### config.mk
export PLATFORM = sky130hd
export DESIGN_NAME = rgb_led_linear_fader
export DESIGN_NICKNAME = d
export VERILOG_FILES = /design/src/rlf_pkg.sv /design/src/rgb_led_linear_fader.sv
export SDC_FILE = /design/constraint.sdc
export NUM_CORES = 1
export LEC_CHECK = 0
export BUFFER_PORTS_ARGS = -buffer_cell sky130_fd_sc_hd__buf_2
export CAP_MARGIN = 10
export CORE_MARGIN = 2
export CORE_UTILIZATION = 60
export DETAILED_ROUTE_END_ITERATION = 10
export PLACE_DENSITY = 0.83
export SYNTH_ARGS = -nofsm -noshare
export SYNTH_HDL_FRONTEND = slang
export SYNTH_SLANG_ARGS = --single-unit
### constraint.sdc
create_clock -name clk -period 7.3 [get_ports clk]
set_input_delay 0.73 -clock clk [delete_from_list [all_inputs] [get_ports clk]]
set_output_delay 0.73 -clock clk [all_outputs]
set_load 0.03 [all_outputs]
### src/rlf_pkg.sv
package rlf_pkg;

  localparam int LEVEL_W = 12;
  localparam int STRIDE_W = LEVEL_W + 1;
  localparam int CHAN_W = 4;
  localparam logic [LEVEL_W-1:0] MAX_LEVEL = 12'd4095;

  // command codes
  localparam logic [1:0] ACT_SET  = 2'd0;
  localparam logic [1:0] ACT_FADE = 2'd1;
  localparam logic [1:0] ACT_TICK = 2'd2;

  // register indexes (byte address = 4 * index)
  localparam logic [1:0] REG_ANODE_DRIVE  = 2'd0;
  localparam logic [1:0] REG_RED_CHANNEL  = 2'd1;
  localparam logic [1:0] REG_GREEN_CHANNEL = 2'd2;
  localparam logic [1:0] REG_BLUE_CHANNEL = 2'd3;

  typedef struct packed {
    logic [1:0]  action;
    logic [12:0] red_level;
    logic [12:0] green_level;
    logic [12:0] blue_level;
    logic [11:0] fade_steps;
  } cmd_t;

  typedef struct packed {
    logic [3:0]  pwm_channel;
    logic [11:0] on_count;
    logic [11:0] off_count;
    logic        last_write;
    logic        fade_running;
  } pwm_wr_t;

  function automatic logic [LEVEL_W-1:0] clamp_level(input logic [12:0] v);
    return (v > {1'b0, MAX_LEVEL}) ? MAX_LEVEL : v[LEVEL_W-1:0];
  endfunction

endpackage

### src/rgb_led_linear_fader.sv
// Channel  | Dir | Handshake               | Beat
// ---------+-----+-------------------------+-----------------------------------
// cmd      | in  | cmd_valid / cmd_ready   | set, start fade or tick command
// pwm_wr   | out | pwm_valid / pwm_ready   | one PWM channel write (r, g, b)
// apb      | in  | psel/penable/pready     | register access, 4-bit paddr
//
// One command at a time. Set and tick are accepted, then issue 3 write beats.
// Start fade is accepted, then runs a bit-serial restoring divider that forms
// the 12-bit quotients (one quotient bit per step, three channels side by
// side); the ST_STRIDE state then forms the strides, with no output beats. A tick with no
// fade running and the unused action code are dropped in ST_IDLE.
// Stalls on pwm_ready hold the write beat and keep cmd_ready low.
// rst is synchronous, active high; it clears control and level state.
module rgb_led_linear_fader (
  input  logic                  clk,
  input  logic                  rst,
  input  logic                  cmd_valid,
  output logic                  cmd_ready,
  input  rlf_pkg::cmd_t         cmd,
  output logic                  pwm_valid,
  input  logic                  pwm_ready,
  output rlf_pkg::pwm_wr_t      pwm_wr,
  input  logic                  psel,
  input  logic                  penable,
  input  logic                  pwrite,
  input  logic [3:0]            paddr,
  input  logic [31:0]           pwdata,
  output logic [31:0]           prdata,
  output logic                  pready
);

  localparam int LW = rlf_pkg::LEVEL_W;
  localparam int SW = rlf_pkg::STRIDE_W;
  localparam int CW = rlf_pkg::CHAN_W;

  // controller states
  localparam logic [1:0] ST_IDLE   = 2'd0;
  localparam logic [1:0] ST_DIV    = 2'd1;
  localparam logic [1:0] ST_STRIDE = 2'd2;
  localparam logic [1:0] ST_EMIT   = 2'd3;

  localparam logic [3:0] DIV_LAST = 4'(LW - 1);

  // ---------------------------------------------------------------------
  // Configuration registers
  // ---------------------------------------------------------------------
  logic          anode_drive;
  logic [CW-1:0] red_channel;
  logic [CW-1:0] green_channel;
  logic [CW-1:0] blue_channel;
  logic          cfg_wr;

  assign pready = 1'b1;
  assign cfg_wr = psel && penable && pwrite && pready;

  always_ff @(posedge clk) begin
    if (rst) begin
      anode_drive   <= 1'b0;
      red_channel   <= 4'd0;
      green_channel <= 4'd1;
      blue_channel  <= 4'd2;
    end else if (cfg_wr) begin
      case (paddr[3:2])
        rlf_pkg::REG_ANODE_DRIVE:   anode_drive   <= pwdata[0];
        rlf_pkg::REG_RED_CHANNEL:   red_channel   <= pwdata[CW-1:0];
        rlf_pkg::REG_GREEN_CHANNEL: green_channel <= pwdata[CW-1:0];
        rlf_pkg::REG_BLUE_CHANNEL:  blue_channel  <= pwdata[CW-1:0];
        default: ;
      endcase
    end
  end

  always_comb begin
    case (paddr[3:2])
      rlf_pkg::REG_ANODE_DRIVE:   prdata = {31'd0, anode_drive};
      rlf_pkg::REG_RED_CHANNEL:   prdata = {28'd0, red_channel};
      rlf_pkg::REG_GREEN_CHANNEL: prdata = {28'd0, green_channel};
      rlf_pkg::REG_BLUE_CHANNEL:  prdata = {28'd0, blue_channel};
      default:                    prdata = 32'd0;
    endcase
  end

  // ---------------------------------------------------------------------
  // Fade state
  // ---------------------------------------------------------------------
  logic [1:0]           state;
  logic [1:0]           beat;       // 0 red, 1 green, 2 blue
  logic                 running;    // fade_running of the current burst
  logic                 fade_active;
  logic [LW-1:0]        level  [3];
  logic [LW-1:0]        target [3];
  logic signed [SW-1:0] stride [3];

  // divider state, one lane per color
  logic [3:0]    div_cnt;
  logic [LW-1:0] divisor;
  logic [LW-1:0] rem [3];
  logic [LW-1:0] quo [3];   // dividend shifts out, quotient shifts in
  logic          neg [3];
  logic          nz  [3];

  logic          cmd_fire;
  logic [LW-1:0] lv [3];

  assign cmd_ready = (state == ST_IDLE);
  assign cmd_fire  = cmd_valid && cmd_ready;

  assign lv[0] = rlf_pkg::clamp_level(cmd.red_level);
  assign lv[1] = rlf_pkg::clamp_level(cmd.green_level);
  assign lv[2] = rlf_pkg::clamp_level(cmd.blue_level);

  // start-fade distance per lane
  logic signed [SW-1:0] delta    [3];
  logic [LW-1:0]        dist_mag [3];
  // one restoring step per lane
  logic [LW:0]          trial    [3];
  logic                 ge       [3];
  // tick update per lane
  logic signed [SW-1:0] gap      [3];
  logic [LW-1:0]        gap_mag  [3];
  logic [LW-1:0]        str_mag  [3];
  logic signed [SW-1:0] moved    [3];
  logic [LW-1:0]        tick_lvl [3];
  logic [2:0]           tick_diff;
  logic [2:0]           fade_diff;
  // final stride per lane
  logic signed [SW-1:0] q_s      [3];
  logic signed [SW-1:0] str_fin  [3];

  always_comb begin
    for (int k = 0; k < 3; k++) begin
      delta[k]    = $signed({1'b0, lv[k]}) - $signed({1'b0, level[k]});
      dist_mag[k] = delta[k][SW-1] ? LW'(-delta[k]) : delta[k][LW-1:0];
      fade_diff[k] = (delta[k] != '0);

      trial[k] = {rem[k], quo[k][LW-1]};
      ge[k]    = (trial[k] >= {1'b0, divisor});

      gap[k]     = $signed({1'b0, level[k]}) - $signed({1'b0, target[k]});
      gap_mag[k] = gap[k][SW-1] ? LW'(-gap[k]) : gap[k][LW-1:0];
      str_mag[k] = stride[k][SW-1] ? LW'(-stride[k]) : stride[k][LW-1:0];
      moved[k]   = $signed({1'b0, level[k]}) + stride[k];
      tick_lvl[k] = (gap_mag[k] < str_mag[k]) ? target[k] : moved[k][LW-1:0];
      tick_diff[k] = (tick_lvl[k] != target[k]);

      // truncated quotient, at least one step when the channel moves
      q_s[k] = $signed({1'b0, quo[k]});
      if (quo[k] == '0)
        str_fin[k] = nz[k] ? (neg[k] ? -SW'(1) : SW'(1)) : '0;
      else
        str_fin[k] = neg[k] ? -q_s[k] : q_s[k];
    end
  end

  always_ff @(posedge clk) begin
    if (rst) begin
      state       <= ST_IDLE;
      beat        <= 2'd0;
      running     <= 1'b0;
      fade_active <= 1'b0;
      div_cnt     <= 4'd0;
      for (int k = 0; k < 3; k++) begin
        level[k]  <= '0;
        target[k] <= '0;
        stride[k] <= '0;
      end
    end else begin
      case (state)
        ST_IDLE: begin
          if (cmd_fire) begin
            beat <= 2'd0;
            case (cmd.action)
              rlf_pkg::ACT_SET: begin
                for (int k = 0; k < 3; k++) level[k] <= lv[k];
                fade_active <= 1'b0;
                running     <= 1'b0;
                state       <= ST_EMIT;
              end
              rlf_pkg::ACT_FADE: begin
                for (int k = 0; k < 3; k++) begin
                  target[k] <= lv[k];
                  quo[k]    <= dist_mag[k];
                  rem[k]    <= '0;
                  neg[k]    <= delta[k][SW-1];
                  nz[k]     <= fade_diff[k];
                end
                divisor     <= (cmd.fade_steps == '0) ? LW'(1) : cmd.fade_steps;
                fade_active <= |fade_diff;
                div_cnt     <= 4'd0;
                state       <= ST_DIV;
              end
              rlf_pkg::ACT_TICK: begin
                if (fade_active) begin
                  for (int k = 0; k < 3; k++) level[k] <= tick_lvl[k];
                  fade_active <= |tick_diff;
                  running     <= |tick_diff;
                  state       <= ST_EMIT;
                end
              end
              default: ;
            endcase
          end
        end
        ST_DIV: begin
          for (int k = 0; k < 3; k++) begin
            rem[k] <= ge[k] ? LW'(trial[k] - {1'b0, divisor}) : trial[k][LW-1:0];
            quo[k] <= {quo[k][LW-2:0], ge[k]};
          end
          div_cnt <= div_cnt + 4'd1;
          if (div_cnt == DIV_LAST) state <= ST_STRIDE;
        end
        ST_STRIDE: begin
          for (int k = 0; k < 3; k++) stride[k] <= str_fin[k];
          state <= ST_IDLE;
        end
        ST_EMIT: begin
          if (pwm_ready) begin
            if (beat == 2'd2) state <= ST_IDLE;
            beat <= beat + 2'd1;
          end
        end
        default: state <= ST_IDLE;
      endcase
    end
  end

  // ---------------------------------------------------------------------
  // Write beat, formed from held state while in ST_EMIT
  // ---------------------------------------------------------------------
  logic [LW-1:0] beat_lvl;
  logic [CW-1:0] beat_chan;

  always_comb begin
    case (beat)
      2'd0:    begin beat_lvl = level[0]; beat_chan = red_channel;   end
      2'd1:    begin beat_lvl = level[1]; beat_chan = green_channel; end
      default: begin beat_lvl = level[2]; beat_chan = blue_channel;  end
    endcase
    pwm_wr.pwm_channel  = beat_chan;
    pwm_wr.on_count     = anode_drive ? beat_lvl : '0;
    pwm_wr.off_count    = anode_drive ? rlf_pkg::MAX_LEVEL
                                      : rlf_pkg::MAX_LEVEL - beat_lvl;
    pwm_wr.last_write   = (beat == 2'd2);
    pwm_wr.fade_running = running;
  end

  assign pwm_valid = (state == ST_EMIT);

`ifndef SYNTHESIS
  a_no_overlap: assert property (@(posedge clk) disable iff (rst)
    !(cmd_ready && pwm_valid))
    else $error("command taken while write burst pending");

  a_last_blue: assert property (@(posedge clk) disable iff (rst)
    pwm_valid && pwm_wr.last_write |-> pwm_wr.pwm_channel == blue_channel)
    else $error("last write not on blue channel");

  a_cathode_on: assert property (@(posedge clk) disable iff (rst)
    pwm_valid && !anode_drive |-> pwm_wr.on_count == '0)
    else $error("common-cathode write with nonzero on count");

  a_fade_busy: assert property (@(posedge clk) disable iff (rst)
    cmd_valid && cmd_ready && cmd.action == rlf_pkg::ACT_FADE |=> !cmd_ready && !pwm_valid)
    else $error("fade start did not enter divider");

  a_running_active: assert property (@(posedge clk) disable iff (rst)
    pwm_valid && pwm_wr.fade_running |-> fade_active)
    else $error("fade_running without active fade");
`endif

endmodule
==> impl_metrics.yaml, run 1 <==
power:
  p_leak_nw: 9.391
  p_per_area_nw_per_um2: 209.4
  power_w: 0.004696
  ir_drop_mv: 0.2118
final_layout:
  final_nets: 2784
  area_delta_synth_final_pct: 8.178
  drive_gt1_share_pct: 8.110
  utilization_pct: 65.41
drt:
  drcViolationCount: 0
  detail-route-antenna-nets: 0
  vias: 18570
  drt-wirelength-per-cell_um: 19.08
  drt_wl_total_um: 56450
  viasPerCell: 6.274
  drtIter0Drc: 1849
  dr.pass1.iters: 6
global_routing:
  grt_pass1_wl_um: 89090
  grt-ovfl-total: 0
  grt.met1_usage_pct: 40.06
  grt_pass1_vias: 17620
  antenna_found_initial: 0
  grt_max_degree: 74
  grt.total_usage_pct: 30.77
  top_usage_layer: "met2"
  met2_usage_pct: 50.76
  met3_usage_pct: 4.151
timing:
  setup-tns-final_ns: 0
  setup_violations: 0
  skew_ns: 0.01849
  max_clock_freq_ghz: 0.1695
  worstMarginPinSlew_ns: 1.160
  fin_crit_ns: 5.899
  slew_violations: 0
  rsz0062_at_grt: "no"
  fin_crit_sh_pct: 80.81
  relSlewSlack_pct: 22.70
  hold_viol_final: 0
  final.setup.worst_slack_ns: 1.401
clocking:
  cts_tree: "yes"
  postCtsSetupBuffers: 0
  htree_levels: 1
  holdBufCountCts: 0
  path_clk_slew_ns: 0.07
  cts_resized: 0
  clockBufferDepth: 3
  clk_latency_ns: 0.57
  cts_buffers: 27
  cts_root_buf: "clkbuf_16"
  clock-sinks: 224
place:
  place_ws_ns: 1.519
  hpwlAfterDp_um: 42450
  place.gp.congestion: 0.9668
  portBuffers: 101
die:
  die_h_um: 189.9
  start_util_pct: 60.47
  io_pins: 161
  die_x_um: 189.9
  die_area_um2: 36060
  coreArea_um2: 34290
  rows: 68
yosys:
  yosysSeqAreaShare_pct: 31.33
  synth_ff_type: "edfxtp_1"
  ys_top_cells_by_count: "nor2_1, inv_1, edfxtp_1"
  synth_compound_area_share_pct: 19.31
  netlist_area_um2: 20730
  synthAdderAreaFrac_pct: 12.87
  synth-simple-area-share_pct: 18.32
  yosys.cell_types.count: 76
  synth_seq_cells: 224
  synth_top_cell_area_share_pct: 29.11
  synth_top_family_by_area: "compound AO/OA/AOI/OAI gates"
  ys_async_sr_fraction_pct: 0
  synth.most_common_cell: "nor2_1"
  synth_edf_count: 201
  synthMuxAreaShare_pct: 1.696
  synth_top_cells_by_area: "edfxtp_1, ha_1, xnor2_1, nor2_1, a21oi_1"
  yosysTopAreaCell: "edfxtp_1"
  syn_area_per_cell_um2: 8.514
  syn-instance-count: 2435
  synth-xor-area-share_pct: 9.885
  ys_warn_count: 0
worst_setup_path:
  start_kind: "flop"
  crit_required_ns: 7.75
  critPathKind: "reg2reg"
  cp.arrival_ns: 6.35
  endpoint_kind: "flop"
  path_max_fanout: 11
hold_path:
  hold_class: "in2reg"
job:
  drv_cap: 0
outcome:
  status: "complete, no violations"
[registers in the layout (all words and copies together) (netlist names), 12 cells and up]
name / count
divisor: 12
stride: 39
rem: 36
target: 36
level: 36
quo: 36
[stage by stage]
step / hold slack, ns / std cells / area [µm²]
after floorplan: 0.4525 / 2462 / 20830
after global placement: 0.4697 / 2907 / 21460
after detailed placement: 0.4852 / 2907 / 21460
after CTS: 0.3467 / 2957 / 22410
after global routing: 0.3608 / 2958 / 22430
final: 0.3715 / 2959 / 22430
[cell type report]
cell class	count	area [µm²]
sequential	224	6496
multi-input combinational	1906	13020
clock buffer	30	686.9
fill	2781	11860
antenna	1	2.502
tap	455	569.3
inverter	210	788.3
timing repair buffer	113	599.3
clock inverter	20	267.8
[report_power, final]
part           switching, W  internal, W  leakage, nW
registers         0.0000938      0.00149         2.18
logic              0.000987     0.000658         6.75
clock network      0.000572     0.000892        0.455
total               0.00165      0.00304         9.39
[worst paths after layout]
check / slack (ns) / from / depth (start not counted) / endpoint
hold / removal: 0.37 / cmd[11] / 1 / divisor[11]
setup reg to reg: 1.40 / level[0][0] / 23 / fade_active
setup / recovery: 1.40 / level[0][0] / 23 / fade_active
hold reg to reg: 0.49 / div_cnt[1] / 2 / div_cnt[1]
[cell families (layout without fill, tap and decap cells)]
group,count (synthesis),after routing
DFF,224,224
adders and majority gates,206,206
buffers and inverters,332,373
xor gates and xnor gates,223,223
AOI/OAI and AO/OA,619,619
other,2,30
muxes,33,33
and+or+nand+nor,796,796
[critical path: stages, from the launching register on]
cell,delay (ns)
edfxtp_1,0.50
inv_1,0.09
ha_1,0.16
inv_1,0.06
fa_1,0.39
a21o_1,0.18
a21oi_1,0.22
o21bai_1,0.10
a21oi_1,0.21
o21ai_0,0.18
a21o_1,0.22
a21boi_0,0.19
o21bai_1,0.30
nor2_1,0.24
xnor2_1,0.09
ha_1,0.34
a2111oi_0,0.42
o31a_1,0.23
a211oi_1,0.08
nor4b_1,0.36
nor2_1,0.08
o31ai_1,0.59
a31oi_1,0.22
o31a_1,0.34
[routing by layer]
| layer | part of all wire, % | vias to the layer above |
|---|---|---|
| met2 | 46 | 871 |
| met4 | 5.1 | 0 |
| met3 | 8.0 | 168 |
| met5 | 0 | - |
| met1 | 41 | 8723 |
| li1 | - | 8803 |
[placed cells by master, fill, tap and decap left out, types with 12 or more instances in the layout]
cell	count
ha_1	194
and2_1	21
nand2_1	193
xnor2_1	127
a21oi_1	161
o22ai_1	37
o211ai_1	21
xor2_1	89
edfxtp_1	201
a211oi_1	23
or3_1	31
a311oi_1	17
a21o_1	36
nor3_1	55
fa_1	12
nor2b_1	35
inv_1	210
nand2b_1	45
a22oi_1	25
nand4_1	14
clkbuf_16	27
o21a_1	19
buf_2	101
o21ai_0	125
a31oi_1	14
nor4_1	22
and3_1	16
mux2i_1	25
nor2_1	250
conb_1	29
dfxtp_1	23
a31o_2	12
a21boi_0	12
nand3_1	61
o31ai_1	33
No activity file was read; power rests on OpenSTA's default activity.
==> run 2: changes to the inputs <==
--- a/config.mk
+++ b/config.mk
@@ -8,9 +8,9 @@
 export BUFFER_PORTS_ARGS = -buffer_cell sky130_fd_sc_hd__buf_2
 export CAP_MARGIN = 10
 export CORE_MARGIN = 2
-export CORE_UTILIZATION = 60
+export CORE_UTILIZATION = 56
 export DETAILED_ROUTE_END_ITERATION = 10
-export PLACE_DENSITY = 0.83
+export PLACE_DENSITY = 0.81
 export SYNTH_ARGS = -nofsm -noshare
 export SYNTH_HDL_FRONTEND = slang
 export SYNTH_SLANG_ARGS = --single-unit
==> constraint.sdc (replaced) <==
create_clock -name clk -period 5.3 [get_ports clk]
set_input_delay 0.53 -clock clk [delete_from_list [all_inputs] [get_ports clk]]
set_output_delay 0.53 -clock clk [all_outputs]
set_load 0.03 [all_outputs]
==> run 2 against run 1 <==
Net effect: flip-flop and latch count unchanged; critical path depth unchanged; non-clock buffer count increased by 19; setup slack got worse by 1.2 ns; global-route usage decreased by 1.9 points; clock power increased by 29%; die area increased by 7.0%; total power increased by 37%; largest power group unchanged; highest routed layer unchanged.
==> impl_metrics.yaml, run 2 (synthesized netlist as in run 1, its figures left out) <==
final_layout:
  final_cells: 2989
  final_nets: 2803
  top_register: "stride"
  largest_register_ffs: 39
  drive_gt1_share_pct: 9.441
  layout_common_cells: "nor2_1, inv_1, edfxtp_1"
  area_delta_synth_final_pct: 9.058
  num_antenna_cells: 0
  mostFrequentLayoutCell: "nor2_1"
die:
  rows: 70
  die_h_um: 196.4
  die_x_um: 196.4
  die_area_um2: 38580
  coreArea_um2: 36520
  io_pins: 161
  start_util_pct: 56.77
clocking:
  holdBufCountCts: 0
  path_clk_slew_ns: 0.06
  clockBufferDepth: 3
  htree_levels: 1
  cts_buffers: 26
  clock-sinks: 224
  clk_latency_ns: 0.58
  cts_root_buf: "clkbuf_16"
  cts_tree: "yes"
power:
  power_w: 0.006439
  ir_drop_mv: 0.2621
  p_per_area_nw_per_um2: 284.8
  p_leak_nw: 9.476
timing:
  skew_ns: 0.04453
  setup_violations: 0
  slew_violations: 0
  max_clock_freq_ghz: 0.1966
  relSlewSlack_pct: 35.67
  fin_crit_sh_pct: 95.99
  hold_viol_final: 0
  worstMarginPinSlew_ns: 0.9650
  fin_crit_ns: 5.087
worst_setup_path:
  crit_required_ns: 5.76
  path_max_fanout: 5
  cpPeakStageDelay_ns: 0.41
  crit_chain: "inv_1 > ha_1 > inv_1 > fa_1 > a21o_1 > a21oi_2 > o21bai_1 > a21oi_2 > o21ai_0 > a21o_1 > a21boi_2 > o21bai_2 > mux2_2 > ha_1 > a21o_1 > a211oi_1 > o31a_1 > a211oi_1 > nor4b_2 > nor2_1 > o31ai_2 > a31oi_1 > o31a_1"
  crit_top_cell: "a21o_1"
  cp.arrival_ns: 5.55
  endpoint_kind: "flop"
  start_kind: "flop"
  crit_path_top_delay_cell: "fa_1"
  critPathKind: "reg2reg"
global_routing:
  grt_pass1_wl_um: 89880
  grt-ovfl-total: 0
  grt_max_degree: 59
  grt.total_usage_pct: 28.89
  antenna_found_initial: 0
  grt_pass1_vias: 17320
place:
  hpwlAfterDp_um: 43400
  place.gp.congestion: 0.9955
  portBuffers: 101
  place_inst: 2934
drt:
  viasPerCell: 6.204
  drcViolationCount: 0
  vias: 18550
  drt_wl_total_um: 57490
  drtIter0Drc: 1927
  dr.pass1.iters: 8
  drt-wirelength-per-cell_um: 19.23
  detail-route-antenna-nets: 0
hold_path:
  hold_class: "in2reg"
outcome:
  status: "complete, no violations"
job:
  drv_cap: 0
run 2: layout make-up:
type | instances | area (µm²)
timing repair buffer | 132 | 752.0
sequential | 224 | 6496
multi-input combinational | 1907 | 13100
inverter | 210 | 788.3
clock inverter | 20 | 211.5
fill | 3026 | 13910
tap | 468 | 585.6
clock buffer | 28 | 679.4
run 2: path summary, 6_finish.rpt:
check                  startpoint              end  slack [ns]  depth (start not counted)
setup / recovery      level[0][0]      fade_active        0.21                         23
setup reg to reg      level[0][0]      fade_active        0.21                         23
hold reg to reg   blue_channel[1]  blue_channel[1]        0.50                          1
hold / removal             cmd[3]       divisor[3]        0.19                          1
run 2: metal layers:
| metal | vias to the layer above | track usage [%] | wire [µm] |
|---|---|---|---|
| met5 | - | 0 | 0 |
| met4 | 0 | 9.736 | 2101 |
| met3 | 135 | 4.586 | 5275 |
| met2 | 874 | 45.95 | 25590 |
| met1 | 8690 | 40.25 | 24520 |
| li1 | 8846 | - | - |
run 2: critical path: cells and delay by family (launching register included):
family	cells	cell delay (ns)
AOI/OAI and AO/OA	15	2.92
muxes	1	0.31
buffers and inverters	2	0.13
and+or+nand+nor	2	0.38
DFF	1	0.38
adders and majority gates	3	0.84
run 2: per-stage QoR:
stage,instance area (µm²),hold slack (ns),util [%],setup slack [ns],setup TNS [ns]
floorplan,20840,0.4525,-,0.02597,0
global placement,21580,0.4686,59.10,0.07985,0
detailed placement,21580,0.4832,59.10,0.002881,0
CTS,22490,0.1697,61.57,0.01428,0
finish,22610,0.1899,61.91,0.2127,0
global route,22610,0.1747,61.91,-0.1124,-0.1902
run 2: power by group:
group | internal (W) | total, W | leakage [nW] | switching [W]
clock network | 0.00109 | 0.00188 | 0.421 | 0.000792
registers | 0.00206 | 0.00217 | 2.18 | 0.000117
logic | 0.000970 | 0.00239 | 6.87 | 0.00142
run 2: what timing repair did:
action,in CTS,in global routing
gates cloned,0,2
pin swaps,0,6
setup endpoints to repair,1,26
resized for setup,3,20
setup buffers,0,5
